==> src/hdl/sts_pkg.sv <==
`default_nettype none

package sts_pkg;

  localparam int unsigned OFFSET_W = 24;
  localparam int unsigned LINE_W   = 20;
  localparam int unsigned COL_W    = 16;
  localparam int unsigned TAB_W    = 5;
  localparam int unsigned APB_AW   = 3;
  localparam int unsigned APB_DW   = 32;

  localparam logic [TAB_W-1:0] TAB_RESET = TAB_W'(4);

  localparam logic OP_BYTE = 1'b0;
  localparam logic OP_END  = 1'b1;

  localparam logic [1:0] KIND_TOKEN = 2'd0;
  localparam logic [1:0] KIND_END   = 2'd1;
  localparam logic [1:0] KIND_EMPTY = 2'd2;

  localparam logic [0:0] REG_TAB_STEP = 1'b0;

  localparam logic [7:0] CH_SPACE = 8'h20;
  localparam logic [7:0] CH_TAB   = 8'h09;
  localparam logic [7:0] CH_NL    = 8'h0a;
  localparam logic [7:0] CH_LPAR  = 8'h28;
  localparam logic [7:0] CH_RPAR  = 8'h29;
  localparam logic [7:0] CH_SEMI  = 8'h3b;
  localparam logic [7:0] CH_LBRC  = 8'h7b;
  localparam logic [7:0] CH_RBRC  = 8'h7d;
  localparam logic [7:0] CH_COMMA = 8'h2c;
  localparam logic [7:0] CH_PLUS  = 8'h2b;
  localparam logic [7:0] CH_MINUS = 8'h2d;
  localparam logic [7:0] CH_STAR  = 8'h2a;
  localparam logic [7:0] CH_SLASH = 8'h2f;
  localparam logic [7:0] CH_PCT   = 8'h25;
  localparam logic [7:0] CH_EQ    = 8'h3d;
  localparam logic [7:0] CH_0     = 8'h30;
  localparam logic [7:0] CH_9     = 8'h39;
  localparam logic [7:0] CH_UA    = 8'h41;
  localparam logic [7:0] CH_UZ    = 8'h5a;
  localparam logic [7:0] CH_LA    = 8'h61;
  localparam logic [7:0] CH_LZ    = 8'h7a;

  typedef struct packed {
    logic       op;
    logic [7:0] source_byte;
  } in_item_t;

  typedef struct packed {
    logic [1:0]          kind;
    logic [OFFSET_W-1:0] start_offset;
    logic [OFFSET_W-1:0] end_offset;
    logic [LINE_W-1:0]   line;
    logic [COL_W-1:0]    column;
    logic                last;
  } out_item_t;

  typedef struct packed {
    logic      valid;
    out_item_t item;
  } lex_res_t;

  function automatic logic is_alnum(input logic [7:0] b);
    is_alnum = (b >= CH_0 && b <= CH_9) || (b >= CH_UA && b <= CH_UZ) ||
               (b >= CH_LA && b <= CH_LZ);
  endfunction

  function automatic logic is_space(input logic [7:0] b);
    is_space = (b == CH_SPACE) || (b == CH_TAB) || (b == CH_NL);
  endfunction

  function automatic logic is_punct(input logic [7:0] b);
    is_punct = (b == CH_LPAR) || (b == CH_RPAR) || (b == CH_SEMI) || (b == CH_LBRC) ||
               (b == CH_RBRC) || (b == CH_COMMA) || (b == CH_PLUS) || (b == CH_MINUS) ||
               (b == CH_STAR) || (b == CH_SLASH) || (b == CH_PCT) || (b == CH_EQ);
  endfunction

endpackage

`default_nettype wire

==> src/hdl/source_token_splitter.sv <==
`default_nettype none

// Source token splitter. Takes one source byte per cycle unless in_stall is
// high and emits one token transaction (start/end offset, line, column) when
// a token closes; an end transaction flushes the open token or reports
// end/empty source and restarts all counters. An accepted byte passes the input
// register, then the lexer state update loading the output register, where
// out_valid rises; a stalled output can hold the item in the input register.
// Throughput is one transaction per cycle while the output is not stalled.
// The tab step register sits at APB address 0 (5 bits, reset 4); write it
// only when idle.

module source_token_splitter (
  input  wire logic                         clk,
  input  wire logic                         rst_n,
  input  wire logic                         in_valid,
  output logic                              in_stall,
  input  wire sts_pkg::in_item_t            in_data,
  output logic                              out_valid,
  input  wire logic                         out_stall,
  output sts_pkg::out_item_t                out_data,
  input  wire logic                         psel,
  input  wire logic                         penable,
  input  wire logic                         pwrite,
  input  wire logic [sts_pkg::APB_AW-1:0]   paddr,
  input  wire logic [sts_pkg::APB_DW-1:0]   pwdata,
  output logic [sts_pkg::APB_DW-1:0]        prdata,
  output logic                              pready
);

  logic                        fire;
  logic                        down_free;
  sts_pkg::in_item_t           item;
  sts_pkg::lex_res_t           res;
  logic [sts_pkg::TAB_W-1:0]   tab_r;
  logic [sts_pkg::TAB_W-1:0]   tab_nxt;
  logic                        reg_sel;
  logic                        wr_en;

  assign pready  = 1'b1;
  assign reg_sel = (paddr[sts_pkg::APB_AW-1:2] == sts_pkg::REG_TAB_STEP);
  assign wr_en   = psel && penable && pwrite && pready && reg_sel;
  assign tab_nxt = wr_en ? pwdata[sts_pkg::TAB_W-1:0] : tab_r;
  assign prdata  = reg_sel ? {{(sts_pkg::APB_DW - sts_pkg::TAB_W){1'b0}}, tab_r} : '0;

  always_ff @(posedge clk) begin
    if (!rst_n) begin
      tab_r <= sts_pkg::TAB_RESET;
    end else begin
      tab_r <= tab_nxt;
    end
  end

  sts_in_stage u_in (
    .clk       (clk),
    .rst_n     (rst_n),
    .in_valid  (in_valid),
    .in_stall  (in_stall),
    .in_data   (in_data),
    .down_free (down_free),
    .fire      (fire),
    .item      (item)
  );

  sts_lexer u_lexer (
    .clk       (clk),
    .rst_n     (rst_n),
    .fire      (fire),
    .item      (item),
    .tab_step  (tab_r),
    .res       (res)
  );

  sts_out_stage u_out (
    .clk       (clk),
    .rst_n     (rst_n),
    .res       (res),
    .up_free   (down_free),
    .out_valid (out_valid),
    .out_stall (out_stall),
    .out_data  (out_data)
  );

  a_end_reports: assert property (@(posedge clk) disable iff (!rst_n)
    (fire && item.op == sts_pkg::OP_END) |=> (out_valid && out_data.last))
    else $error("end transaction did not produce a last result");

  a_nontoken_last: assert property (@(posedge clk) disable iff (!rst_n)
    (out_valid && out_data.kind != sts_pkg::KIND_TOKEN) |-> out_data.last)
    else $error("end or empty result without last");

  a_stall_needs_item: assert property (@(posedge clk) disable iff (!rst_n)
    in_stall |-> (out_valid && out_stall))
    else $error("input stalled while output is free");

  a_result_has_slot: assert property (@(posedge clk) disable iff (!rst_n)
    res.valid |-> down_free)
    else $error("result produced with output register occupied");

endmodule

`default_nettype wire

==> src/hdl/sts_in_stage.sv <==
`default_nettype none

module sts_in_stage (
  input  wire logic             clk,
  input  wire logic             rst_n,
  input  wire logic             in_valid,
  output logic                  in_stall,
  input  wire sts_pkg::in_item_t in_data,
  input  wire logic             down_free,
  output logic                  fire,
  output sts_pkg::in_item_t     item
);

  logic              valid_r;
  logic              valid_nxt;
  sts_pkg::in_item_t item_r;
  logic              load;

  assign in_stall  = valid_r && !down_free;
  assign fire      = valid_r && down_free;
  assign load      = in_valid && !in_stall;
  assign valid_nxt = load || (valid_r && !fire);
  assign item      = item_r;

  always_ff @(posedge clk) begin
    if (!rst_n) begin
      valid_r <= 1'b0;
    end else begin
      valid_r <= valid_nxt;
    end
  end

  always_ff @(posedge clk) begin
    if (load) begin
      item_r <= in_data;
    end
  end

endmodule

`default_nettype wire

==> src/hdl/sts_lexer.sv <==
`default_nettype none

module sts_lexer (
  input  wire logic                           clk,
  input  wire logic                           rst_n,
  input  wire logic                           fire,
  input  wire sts_pkg::in_item_t              item,
  input  wire logic [sts_pkg::TAB_W-1:0]      tab_step,
  output sts_pkg::lex_res_t                   res
);

  localparam int unsigned OW = sts_pkg::OFFSET_W;
  localparam int unsigned LW = sts_pkg::LINE_W;
  localparam int unsigned CW = sts_pkg::COL_W;
  localparam int unsigned TW = sts_pkg::TAB_W;

  logic          in_token_r, in_token_nxt;
  logic          prev_alnum_r, prev_alnum_nxt;
  logic [OW-1:0] byte_off_r, byte_off_nxt;
  logic [LW-1:0] line_r, line_nxt;
  logic [CW-1:0] col_r, col_nxt;
  logic [OW-1:0] tok_start_r, tok_start_nxt;
  logic [LW-1:0] tok_line_r, tok_line_nxt;
  logic [CW-1:0] tok_col_r, tok_col_nxt;
  logic          seen_r, seen_nxt;

  logic          b_alnum, b_space, b_sep, still_in;
  logic [7:0]    b;
  logic [OW-1:0] end_off, off_inc;
  logic [LW-1:0] line_inc;
  logic [CW-1:0] col_inc, col_tab;
  logic [CW:0]   col_tab_w;
  sts_pkg::out_item_t tok;

  assign b       = item.source_byte;
  assign b_alnum = sts_pkg::is_alnum(b);
  assign b_space = sts_pkg::is_space(b);
  assign b_sep   = b_space || sts_pkg::is_punct(b) || (b_alnum && !prev_alnum_r);
  assign still_in = in_token_r && !b_sep;

  assign end_off  = (byte_off_r != '0) ? byte_off_r - OW'(1) : '0;
  assign off_inc  = (byte_off_r == '1) ? byte_off_r : byte_off_r + OW'(1);
  assign line_inc = (line_r == '1) ? line_r : line_r + LW'(1);
  assign col_inc  = (col_r == '1) ? col_r : col_r + CW'(1);
  assign col_tab_w = {1'b0, col_r} + {{(CW + 1 - TW){1'b0}}, tab_step};
  assign col_tab  = col_tab_w[CW] ? '1 : col_tab_w[CW-1:0];

  always_comb begin
    tok.kind         = sts_pkg::KIND_TOKEN;
    tok.start_offset = tok_start_r;
    tok.end_offset   = end_off;
    tok.line         = tok_line_r;
    tok.column       = tok_col_r;
    tok.last         = 1'b0;
  end

  always_comb begin
    in_token_nxt   = in_token_r;
    prev_alnum_nxt = prev_alnum_r;
    byte_off_nxt   = byte_off_r;
    line_nxt       = line_r;
    col_nxt        = col_r;
    tok_start_nxt  = tok_start_r;
    tok_line_nxt   = tok_line_r;
    tok_col_nxt    = tok_col_r;
    seen_nxt       = seen_r;
    res.valid      = 1'b0;
    res.item       = tok;
    if (fire) begin
      if (item.op == sts_pkg::OP_END) begin
        res.valid = 1'b1;
        res.item.last = 1'b1;
        if (!in_token_r) begin
          res.item.kind         = seen_r ? sts_pkg::KIND_END : sts_pkg::KIND_EMPTY;
          res.item.start_offset = '0;
          res.item.end_offset   = '0;
          res.item.line         = '0;
          res.item.column       = '0;
        end
        in_token_nxt   = 1'b0;
        prev_alnum_nxt = 1'b0;
        byte_off_nxt   = '0;
        line_nxt       = LW'(1);
        col_nxt        = CW'(1);
        tok_start_nxt  = '0;
        tok_line_nxt   = LW'(1);
        tok_col_nxt    = CW'(1);
        seen_nxt       = 1'b0;
      end else begin
        res.valid    = in_token_r && b_sep;
        in_token_nxt = still_in;
        if (still_in) begin
          col_nxt = col_inc;
        end else if (b == sts_pkg::CH_NL) begin
          line_nxt = line_inc;
          col_nxt  = CW'(1);
        end else if (b == sts_pkg::CH_TAB) begin
          col_nxt = col_tab;
        end else if (b == sts_pkg::CH_SPACE) begin
          col_nxt = col_inc;
        end else begin
          in_token_nxt  = 1'b1;
          seen_nxt      = 1'b1;
          tok_start_nxt = byte_off_r;
          tok_line_nxt  = line_r;
          tok_col_nxt   = col_r;
          col_nxt       = col_inc;
        end
        byte_off_nxt   = off_inc;
        prev_alnum_nxt = b_alnum;
      end
    end
  end

  always_ff @(posedge clk) begin
    if (!rst_n) begin
      in_token_r   <= 1'b0;
      prev_alnum_r <= 1'b0;
      byte_off_r   <= '0;
      line_r       <= LW'(1);
      col_r        <= CW'(1);
      tok_start_r  <= '0;
      tok_line_r   <= LW'(1);
      tok_col_r    <= CW'(1);
      seen_r       <= 1'b0;
    end else begin
      in_token_r   <= in_token_nxt;
      prev_alnum_r <= prev_alnum_nxt;
      byte_off_r   <= byte_off_nxt;
      line_r       <= line_nxt;
      col_r        <= col_nxt;
      tok_start_r  <= tok_start_nxt;
      tok_line_r   <= tok_line_nxt;
      tok_col_r    <= tok_col_nxt;
      seen_r       <= seen_nxt;
    end
  end

endmodule

`default_nettype wire

==> src/hdl/sts_out_stage.sv <==
`default_nettype none

module sts_out_stage (
  input  wire logic               clk,
  input  wire logic               rst_n,
  input  wire sts_pkg::lex_res_t  res,
  output logic                    up_free,
  output logic                    out_valid,
  input  wire logic               out_stall,
  output sts_pkg::out_item_t      out_data
);

  logic               valid_r;
  logic               valid_nxt;
  sts_pkg::out_item_t data_r;

  assign up_free   = !valid_r || !out_stall;
  assign valid_nxt = res.valid || (valid_r && out_stall);
  assign out_valid = valid_r;
  assign out_data  = data_r;

  always_ff @(posedge clk) begin
    if (!rst_n) begin
      valid_r <= 1'b0;
    end else begin
      valid_r <= valid_nxt;
    end
  end

  always_ff @(posedge clk) begin
    if (res.valid) begin
      data_r <= res.item;
    end
  end

endmodule

`default_nettype wire

==> config.mk <==
export PLATFORM = sky130hd
export DESIGN_NAME = source_token_splitter
export DESIGN_NICKNAME = d
export VERILOG_FILES = /design/src/hdl/sts_pkg.sv /design/src/hdl/source_token_splitter.sv /design/src/hdl/sts_in_stage.sv /design/src/hdl/sts_lexer.sv /design/src/hdl/sts_out_stage.sv
export SDC_FILE = /design/constraint.sdc
export NUM_CORES = 1
export LEC_CHECK = 0
export ABC_AREA = 0
export ABC_CLOCK_PERIOD_IN_PS = 7390
export BUFFER_PORTS_ARGS = -buffer_cell sky130_fd_sc_hd__buf_2
export CORE_MARGIN = 3
export CORE_UTILIZATION = 35
export DETAILED_ROUTE_END_ITERATION = 7
export PLACE_DENSITY_LB_ADDON = 0.05
export RECOVER_POWER = 50
export SKIP_CTS_REPAIR_TIMING = 1
export SYNTH_ARGS = -nofsm -noshare
export SYNTH_HDL_FRONTEND = slang
export SYNTH_SLANG_ARGS = --single-unit
export TNS_END_PERCENT = 50
==> constraint.sdc <==
create_clock -name clk -period 7.39 [get_ports clk]
set_input_delay 1.478 -clock clk [delete_from_list [all_inputs] [get_ports clk]]
set_output_delay 1.478 -clock clk [all_outputs]
set_load 0.1 [all_outputs]
==> flow_metrics.env, run 1 <==
export IMPL_wl_met2_um=10500
export IMPL_crit_type="flip-flop to flip-flop"
export IMPL_synth_flop_cell="dfxtp_1"
export IMPL_report_final_hold_viol_count=0
export IMPL_synth_warnings=0
export IMPL_post_drt_wl_per_cell_um=16.4
export IMPL_cts_sinks=226
export IMPL_synth_ff_latch_count=226
export IMPL_cp_top_family="simple AND/OR/NAND/NOR gates"
export IMPL_grt_usage_pct=15.2
export IMPL_port_buffers=115
export IMPL_slowest_delay_ns=0.99
export IMPL_reg2regPathDepth=6
export IMPL_status="complete, but fails checks"
export IMPL_cp_num_buf_inv=1
export IMPL_clk_path_buf_depth=3
export IMPL_synth_top_area_share_pct=28.3
export IMPL_cts_clk_slew_worst_paths_ns=0.06
export IMPL_fin_worst_skew_ns=0.0153
export IMPL_rsz0062_at_grt="no"
export IMPL_met1Wirelength_um=11800
export IMPL_avgSynthCellArea_um2=10.4
export IMPL_r2r_start="u_in.item[4]$_DFFE_PP_"
export IMPL_antenna_left=0
export IMPL_drc=0
export IMPL_final_max_slew_viol_count=42
export IMPL_power_density_nw_per_um2=251
export IMPL_dr_pass1_iters=7
export IMPL_worst_path_max_delay_cell="nor4_1"
export IMPL_tightestPinTransition_ns=1.55
export IMPL_holdCritStartpoint="u_lexer.tok_line_r[0]$_SDFFE_PN1P_"
export IMPL_die_w_um=177
export IMPL_fin_tns_setup_ns=0
export IMPL_drive_gt1_share_pct=8.93
export IMPL_cts_root_buf="clkbuf_16"
export IMPL_cts_tree="built"
export IMPL_viasPerCell=5.01
export IMPL_grt_overflow=0
export IMPL_topRoutingLayerUsed="met4"
export IMPL_whs_path_depth=2
export IMPL_path_depth=6
export IMPL_relSlewSlack_pct=-3.32
export IMPL_crit_start="u_in.item[4]$_DFFE_PP_"
export IMPL_core_area_um2=28200
export IMPL_cp_required_ns=7.53
export IMPL_layout_setup_ws_ns=3.54
export IMPL_timing_fmax_ghz=0.260
export IMPL_synth_edff_count=96
export IMPL_cp_cell_sequence="nor4_1 > o21a_1 > nand2b_1 > a21oi_1 > nor2_4 > buf_4"
export IMPL_cp_max_fo=65
export IMPL_dieArea_um2=31200
export IMPL_ios=173
export IMPL_initial_utilization_pct=36.0
export IMPL_gp_congestion=0.788
export IMPL_yosys_top_cells_area="edfxtp_1 28%, dfxtp_1 26%, a22o_1 5.1%, and2_1 4.1%, nor2_1 3.6%"
export IMPL_via_count=7279
export IMPL_antenna_found_initial=0
export IMPL_syn2layout_area_growth_pct=14.2
export IMPL_diodes=0
export IMPL_htree_num_levels=1
export IMPL_first_global_vias=7264
export IMPL_syn_area_um2=10200
export IMPL_crit_path_end_kind="flip-flop"
export IMPL_critPathLaunchType="flip-flop"
export IMPL_power_leakage_nw=4.20
export IMPL_arrival_ns=3.99
export IMPL_grt_max_degree=66
export IMPL_synth_top_area_cell="edfxtp_1"
export IMPL_fillCellCount=2857
export IMPL_violations="max-capacitance violations, max-slew violations"
export IMPL_yosysUniqueCellTypes=79
export IMPL_final_nets=1118
export IMPL_grt_pass1_wl_um=39100
export IMPL_worstSkewPairLatency_ns=0.52
export IMPL_syn_inst=975
export IMPL_min_period_ns=3.85
export IMPL_synthArstFlopShare_pct=0
export IMPL_rows=61
export IMPL_synth_seq_area_share_pct=53.9
export IMPL_place_hpwl_um=15500
export IMPL_period_share_pct=52.1
export IMPL_dr_first_iter_drc_count=431
export IMPL_post_place_ws_ns=3.34
export IMPL_drt_total_wl_um=23800
export IMPL_vdd_drop_max_mv=0.149
export IMPL_setup_violations=0
export IMPL_fp_dieH_um=177
export IMPL_cap_violations=1
export IMPL_numCtsBuffers=25
export IMPL_dr_wl_met3_um=1120
export IMPL_hold_path_class="flip-flop to flip-flop"
-- cells by family (layout without fill, tap and decap cells) --
kind of cell    after synthesis  in the layout  synth area share (%)
simple gates                368            368                  19.4
xor+xnor                     61             61                  5.25
mux                          10             10                  1.02
compound gates              183            183                  13.3
other cells                   2             28                0.0738
fa+ha+maj                    11             11                  1.43
flops                       226            226                  53.9
buf+inv                     114            188                  5.59
-- routing by layer --
metal	track usage, %	vias to the layer above
met2	24.2	170
li1	-	3651
met1	21.8	3422
met4	3.80	0
met3	2.24	36
met5	0	-
-- state kept, by name, indices dropped and copies added, names as in the netlist --
name / count
u_lexer.prev_alnum_r: 1
u_lexer.seen_r: 1
tab_r: 5
u_lexer.tok_col_r: 16
u_lexer.line_r: 20
u_lexer.tok_line_r: 20
u_in.valid_r: 1
u_lexer.in_token_r: 1
u_lexer.byte_off_r: 24
u_lexer.tok_start_r: 24
u_in.item: 9
u_lexer.col_r: 16
u_out.out_data: 87
u_out.out_valid: 1
-- path summary, 6_finish.rpt --
check	to	slack, ns
max	u_out.out_data[16]$_DFFE_PP_	3.54
min	u_lexer.tok_line_r[0]$_SDFFE_PN1P_	0.46
max reg2reg	u_out.out_data[16]$_DFFE_PP_	3.54
min reg2reg	u_lexer.tok_line_r[0]$_SDFFE_PN1P_	0.46
-- report_power, final --
| group | leakage, nW | switching [mW] | internal, mW | total [mW] |
|---|---|---|---|---|
| registers | 1.91 | 0.0144 | 1.32 | 1.34 |
| clock network | 0.415 | 0.517 | 0.773 | 1.29 |
| logic | 1.87 | 0.256 | 0.0357 | 0.292 |
| total | 4.20 | 0.788 | 2.13 | 2.92 |
-- cell usage after synthesis, types with 3 or more instances --
master,count
nor2b_1,9
nand4_1,27
a31oi_1,6
inv_1,20
or4_1,9
mux2i_1,7
edfxtp_1,96
and3_1,12
dfxtp_1,130
nand2b_1,3
o211ai_1,5
ha_1,10
a22oi_1,4
a21oi_1,34
and4_1,3
xor2_1,37
o31ai_1,3
a21o_1,6
a22o_1,59
buf_2,23
nor2_1,97
nand2_1,49
a211oi_1,4
nand3_1,32
mux2_2,3
and2_1,67
o2111ai_1,4
buf_4,28
xnor2_1,24
clkbuf_1,40
o21ai_0,23
nor4_1,12
nor3_1,19
or3_1,8
o22ai_1,4
nor4_2,4
-- worst min-delay path, delay by kind of cell (launching register included) --
family | cells | cell delay [ns]
AO/OA/AOI/OAI | 1 | 0.05
buffers and inverters | 1 | 0.05
flip-flops | 1 | 0.31
-- cell type report --
class / instances / area [um^2] / share of cell area, %
Sequential cell: 226 / 5490 / 47.2
Multi-Input combinational cell: 661 / 4220 / 36.3
Clock buffer: 27 / 643 / 5.53
Timing Repair Buffer: 122 / 509 / 4.38
Tap cell: 378 / 473 / 4.07
Clock inverter: 19 / 211 / 1.82
Inverter: 20 / 75.1 / 0.646
-- cells in the final DEF (no fill, tap or decap), types with 26 or more instances in the layout --
master / synthesis / layout
dfxtp_1: 130 / 130
nor2_1: 97 / 96
edfxtp_1: 96 / 96
clkbuf_1: 40 / 92
a22o_1: 59 / 59
nand2_1: 49 / 49
and2_1: 67 / 42
xor2_1: 37 / 37
a21oi_1: 34 / 34
nand3_1: 32 / 32
conb_1: 2 / 28
nand4_1: 27 / 27
buf_2: 23 / 26
-- through the flow --
stage	cells	util [%]	cell area, um^2	hold slack (ns)	total power, mW
floorplan	1001	-	10300	0.431	1.63
global placement	1407	38.6	10900	0.445	1.66
detailed placement	1407	38.6	10900	0.443	1.66
CTS	1453	41.6	11700	0.456	2.97
global route	1453	41.1	11600	0.486	3.03
finish	1453	41.1	11600	0.456	2.92
No activity file was read; power rests on OpenSTA's default activity.
==> inputs of run 2 (changes only) <==
--- a/config.mk
+++ b/config.mk
@@ -6,7 +6,7 @@
 export NUM_CORES = 1
 export LEC_CHECK = 0
 export ABC_AREA = 0
-export ABC_CLOCK_PERIOD_IN_PS = 7390
+export ABC_CLOCK_PERIOD_IN_PS = 3600
 export BUFFER_PORTS_ARGS = -buffer_cell sky130_fd_sc_hd__buf_2
 export CORE_MARGIN = 3
 export CORE_UTILIZATION = 35
==> constraint.sdc (replaced) <==
create_clock -name clk -period 3.6 [get_ports clk]
set_input_delay 0.72 -clock clk [delete_from_list [all_inputs] [get_ports clk]]
set_output_delay 0.72 -clock clk [all_outputs]
set_load 0.1 [all_outputs]
==> run 2 against run 1 <==
  * The flow now finishes without violations
  * Combinational power increased by 110%
  * Final cell count increased by 1.1%
  * Clock-buffer cell count up 6
  * Power rose by 110%
==> flow_metrics.env, run 2 (same netlist as run 1, synthesis figures left out) <==
export IMPL_fin_worst_skew_ns=0.0196
export IMPL_port_buffers=115
export IMPL_timing_fmax_ghz=0.336
export IMPL_status="complete, no violations"
export IMPL_worst_path_max_delay_cell="or3_1"
export IMPL_use_met1_pct=22.1
export IMPL_cts_tree="built"
export IMPL_final_common_cell="dfxtp_1"
export IMPL_ios=173
export IMPL_cp_max_fo=36
export IMPL_grt_max_degree=55
export IMPL_cp_required_ns=3.87
export IMPL_dp_cells=1422
export IMPL_crit_path_end_kind="flip-flop"
export IMPL_dr_first_iter_drc_count=432
export IMPL_drive_gt1_share_pct=8.71
export IMPL_drt_total_wl_um=23700
export IMPL_cts_sinks=226
export IMPL_crit_type="flip-flop to flip-flop"
export IMPL_dieArea_um2=31200
export IMPL_largest_reg_flops=87
export IMPL_arrival_ns=3.25
export IMPL_place_hpwl_um=16000
export IMPL_power_leakage_nw=4.23
export IMPL_grt_usage_pct=14.9
export IMPL_grt_overflow=0
export IMPL_viasPerCell=4.94
export IMPL_antenna_left=0
export IMPL_numCtsBuffers=26
export IMPL_gp_congestion=0.807
export IMPL_initial_utilization_pct=36.0
export IMPL_cts_root_buf="clkbuf_16"
export IMPL_final_max_slew_viol_count=0
export IMPL_fin_tns_setup_ns=0
export IMPL_core_area_um2=28200
export IMPL_drc=0
export IMPL_met2_usage_pct=23.1
export IMPL_setup_violations=0
export IMPL_vdd_drop_max_mv=0.357
export IMPL_hold_path_class="primary input to flip-flop"
export IMPL_via_count=7258
export IMPL_grt_pass1_wl_um=38400
export IMPL_slowest_delay_ns=0.89
export IMPL_dr_pass1_iters=4
export IMPL_die_w_um=177
export IMPL_design_area_um2=11700
export IMPL_critPathLaunchType="flip-flop"
export IMPL_post_drt_wl_per_cell_um=16.1
export IMPL_grt_busiest_layer="met2"
export IMPL_tightestPinTransition_ns=1.20
export IMPL_min_period_ns=2.97
export IMPL_cp_cell_sequence="clkbuf_1 > inv_1 > or3_1 > buf_4 > and2_0"
export IMPL_report_final_hold_viol_count=0
export IMPL_diodes=0
export IMPL_relSlewSlack_pct=19.9
export IMPL_final_nets=1134
export IMPL_clk_path_buf_depth=3
export IMPL_rows=61
export IMPL_antenna_found_initial=0
export IMPL_cts_clk_slew_worst_paths_ns=0.06
export IMPL_first_global_vias=7015
export IMPL_dpl_cell_area_um2=11000
export IMPL_grt_use_met3_pct=2.13
export IMPL_htree_num_levels=1
export IMPL_finalNonFillerCells=1469
export IMPL_final_cell_mix="130 x dfxtp_1, 108 x clkbuf_1, 96 x nor2_1, 96 x edfxtp_1, 59 x a22o_1"
export IMPL_worstSkewPairLatency_ns=0.53
export IMPL_fp_dieH_um=177
export IMPL_period_share_pct=82.6
export IMPL_power_density_nw_per_um2=513
export IMPL_cap_violations=0
export IMPL_syn2layout_area_growth_pct=15.3
export IMPL_rsz0062_at_grt="no"
-- run 2: cell count changes in the layout (fill, tap and decap cells not counted), sizes merged --
| cell | before | now |
|---|---|---|
| clkinvlp | 4 | 1 |
| clkbuf | 118 | 134 |
| clkinv | 9 | 8 |
| buf | 31 | 36 |
| inv | 22 | 21 |
-- run 2: worst paths after layout --
path / from / endpoint / slack [ns] / cells past startpoint
worst min register to register: u_lexer.tok_col_r[0]$_SDFFE_PN1P_ / u_lexer.tok_col_r[0]$_SDFFE_PN1P_ / 0.46 / 2
worst max-delay path: u_in.item[8]$_DFFE_PP_ / u_out.out_data[64]$_DFFE_PP_ / 0.63 / 5
worst min-delay path: in_data[3] / u_in.item[3]$_DFFE_PP_ / 0.37 / 1
worst max register to register: u_in.item[8]$_DFFE_PP_ / u_out.out_data[64]$_DFFE_PP_ / 0.63 / 5
-- run 2: cell type report --
type,count,area [um^2]
fillers,2845,16500
flip-flops and latches,226,5490
multi-input cells,661,4220
clock buffers,33,677
repair buffers,137,614
well taps,378,473
clock inverters,14,188
inverters,20,75.1
-- run 2: layer usage --
layer / vias up / share of wire (%)
li1: 3675 / -
met1: 3407 / 50
met2: 145 / 43
met3: 31 / 4.2
met4: 0 / 2.2
met5: - / 0
-- run 2: metrics by stage --
step	util, %	total power [mW]	setup WS (ns)	hold WS, ns
5_1_grt	41.6	6.24	0.355	0.348
3_5_place_dp	39.0	3.42	0.830	0.446
4_1_cts	42.1	6.12	0.904	0.345
2_1_floorplan	-	3.33	0.411	0.431
6_report	41.6	6.01	0.626	0.373
3_3_place_gp	39.0	3.42	0.853	0.448
-- run 2: where the power goes --
part           switching, mW  internal [mW]
registers             0.0256           2.71
logic                  0.529         0.0810
clock network           1.04           1.62
-- run 2: critical path, delay by kind of cell, from the launching register on --
| kind | cells | cell delay, ns |
|---|---|---|
| buffers and inverters | 3 | 1.33 |
| AND/OR/NAND/NOR | 2 | 1.07 |
| flip-flops | 1 | 0.32 |
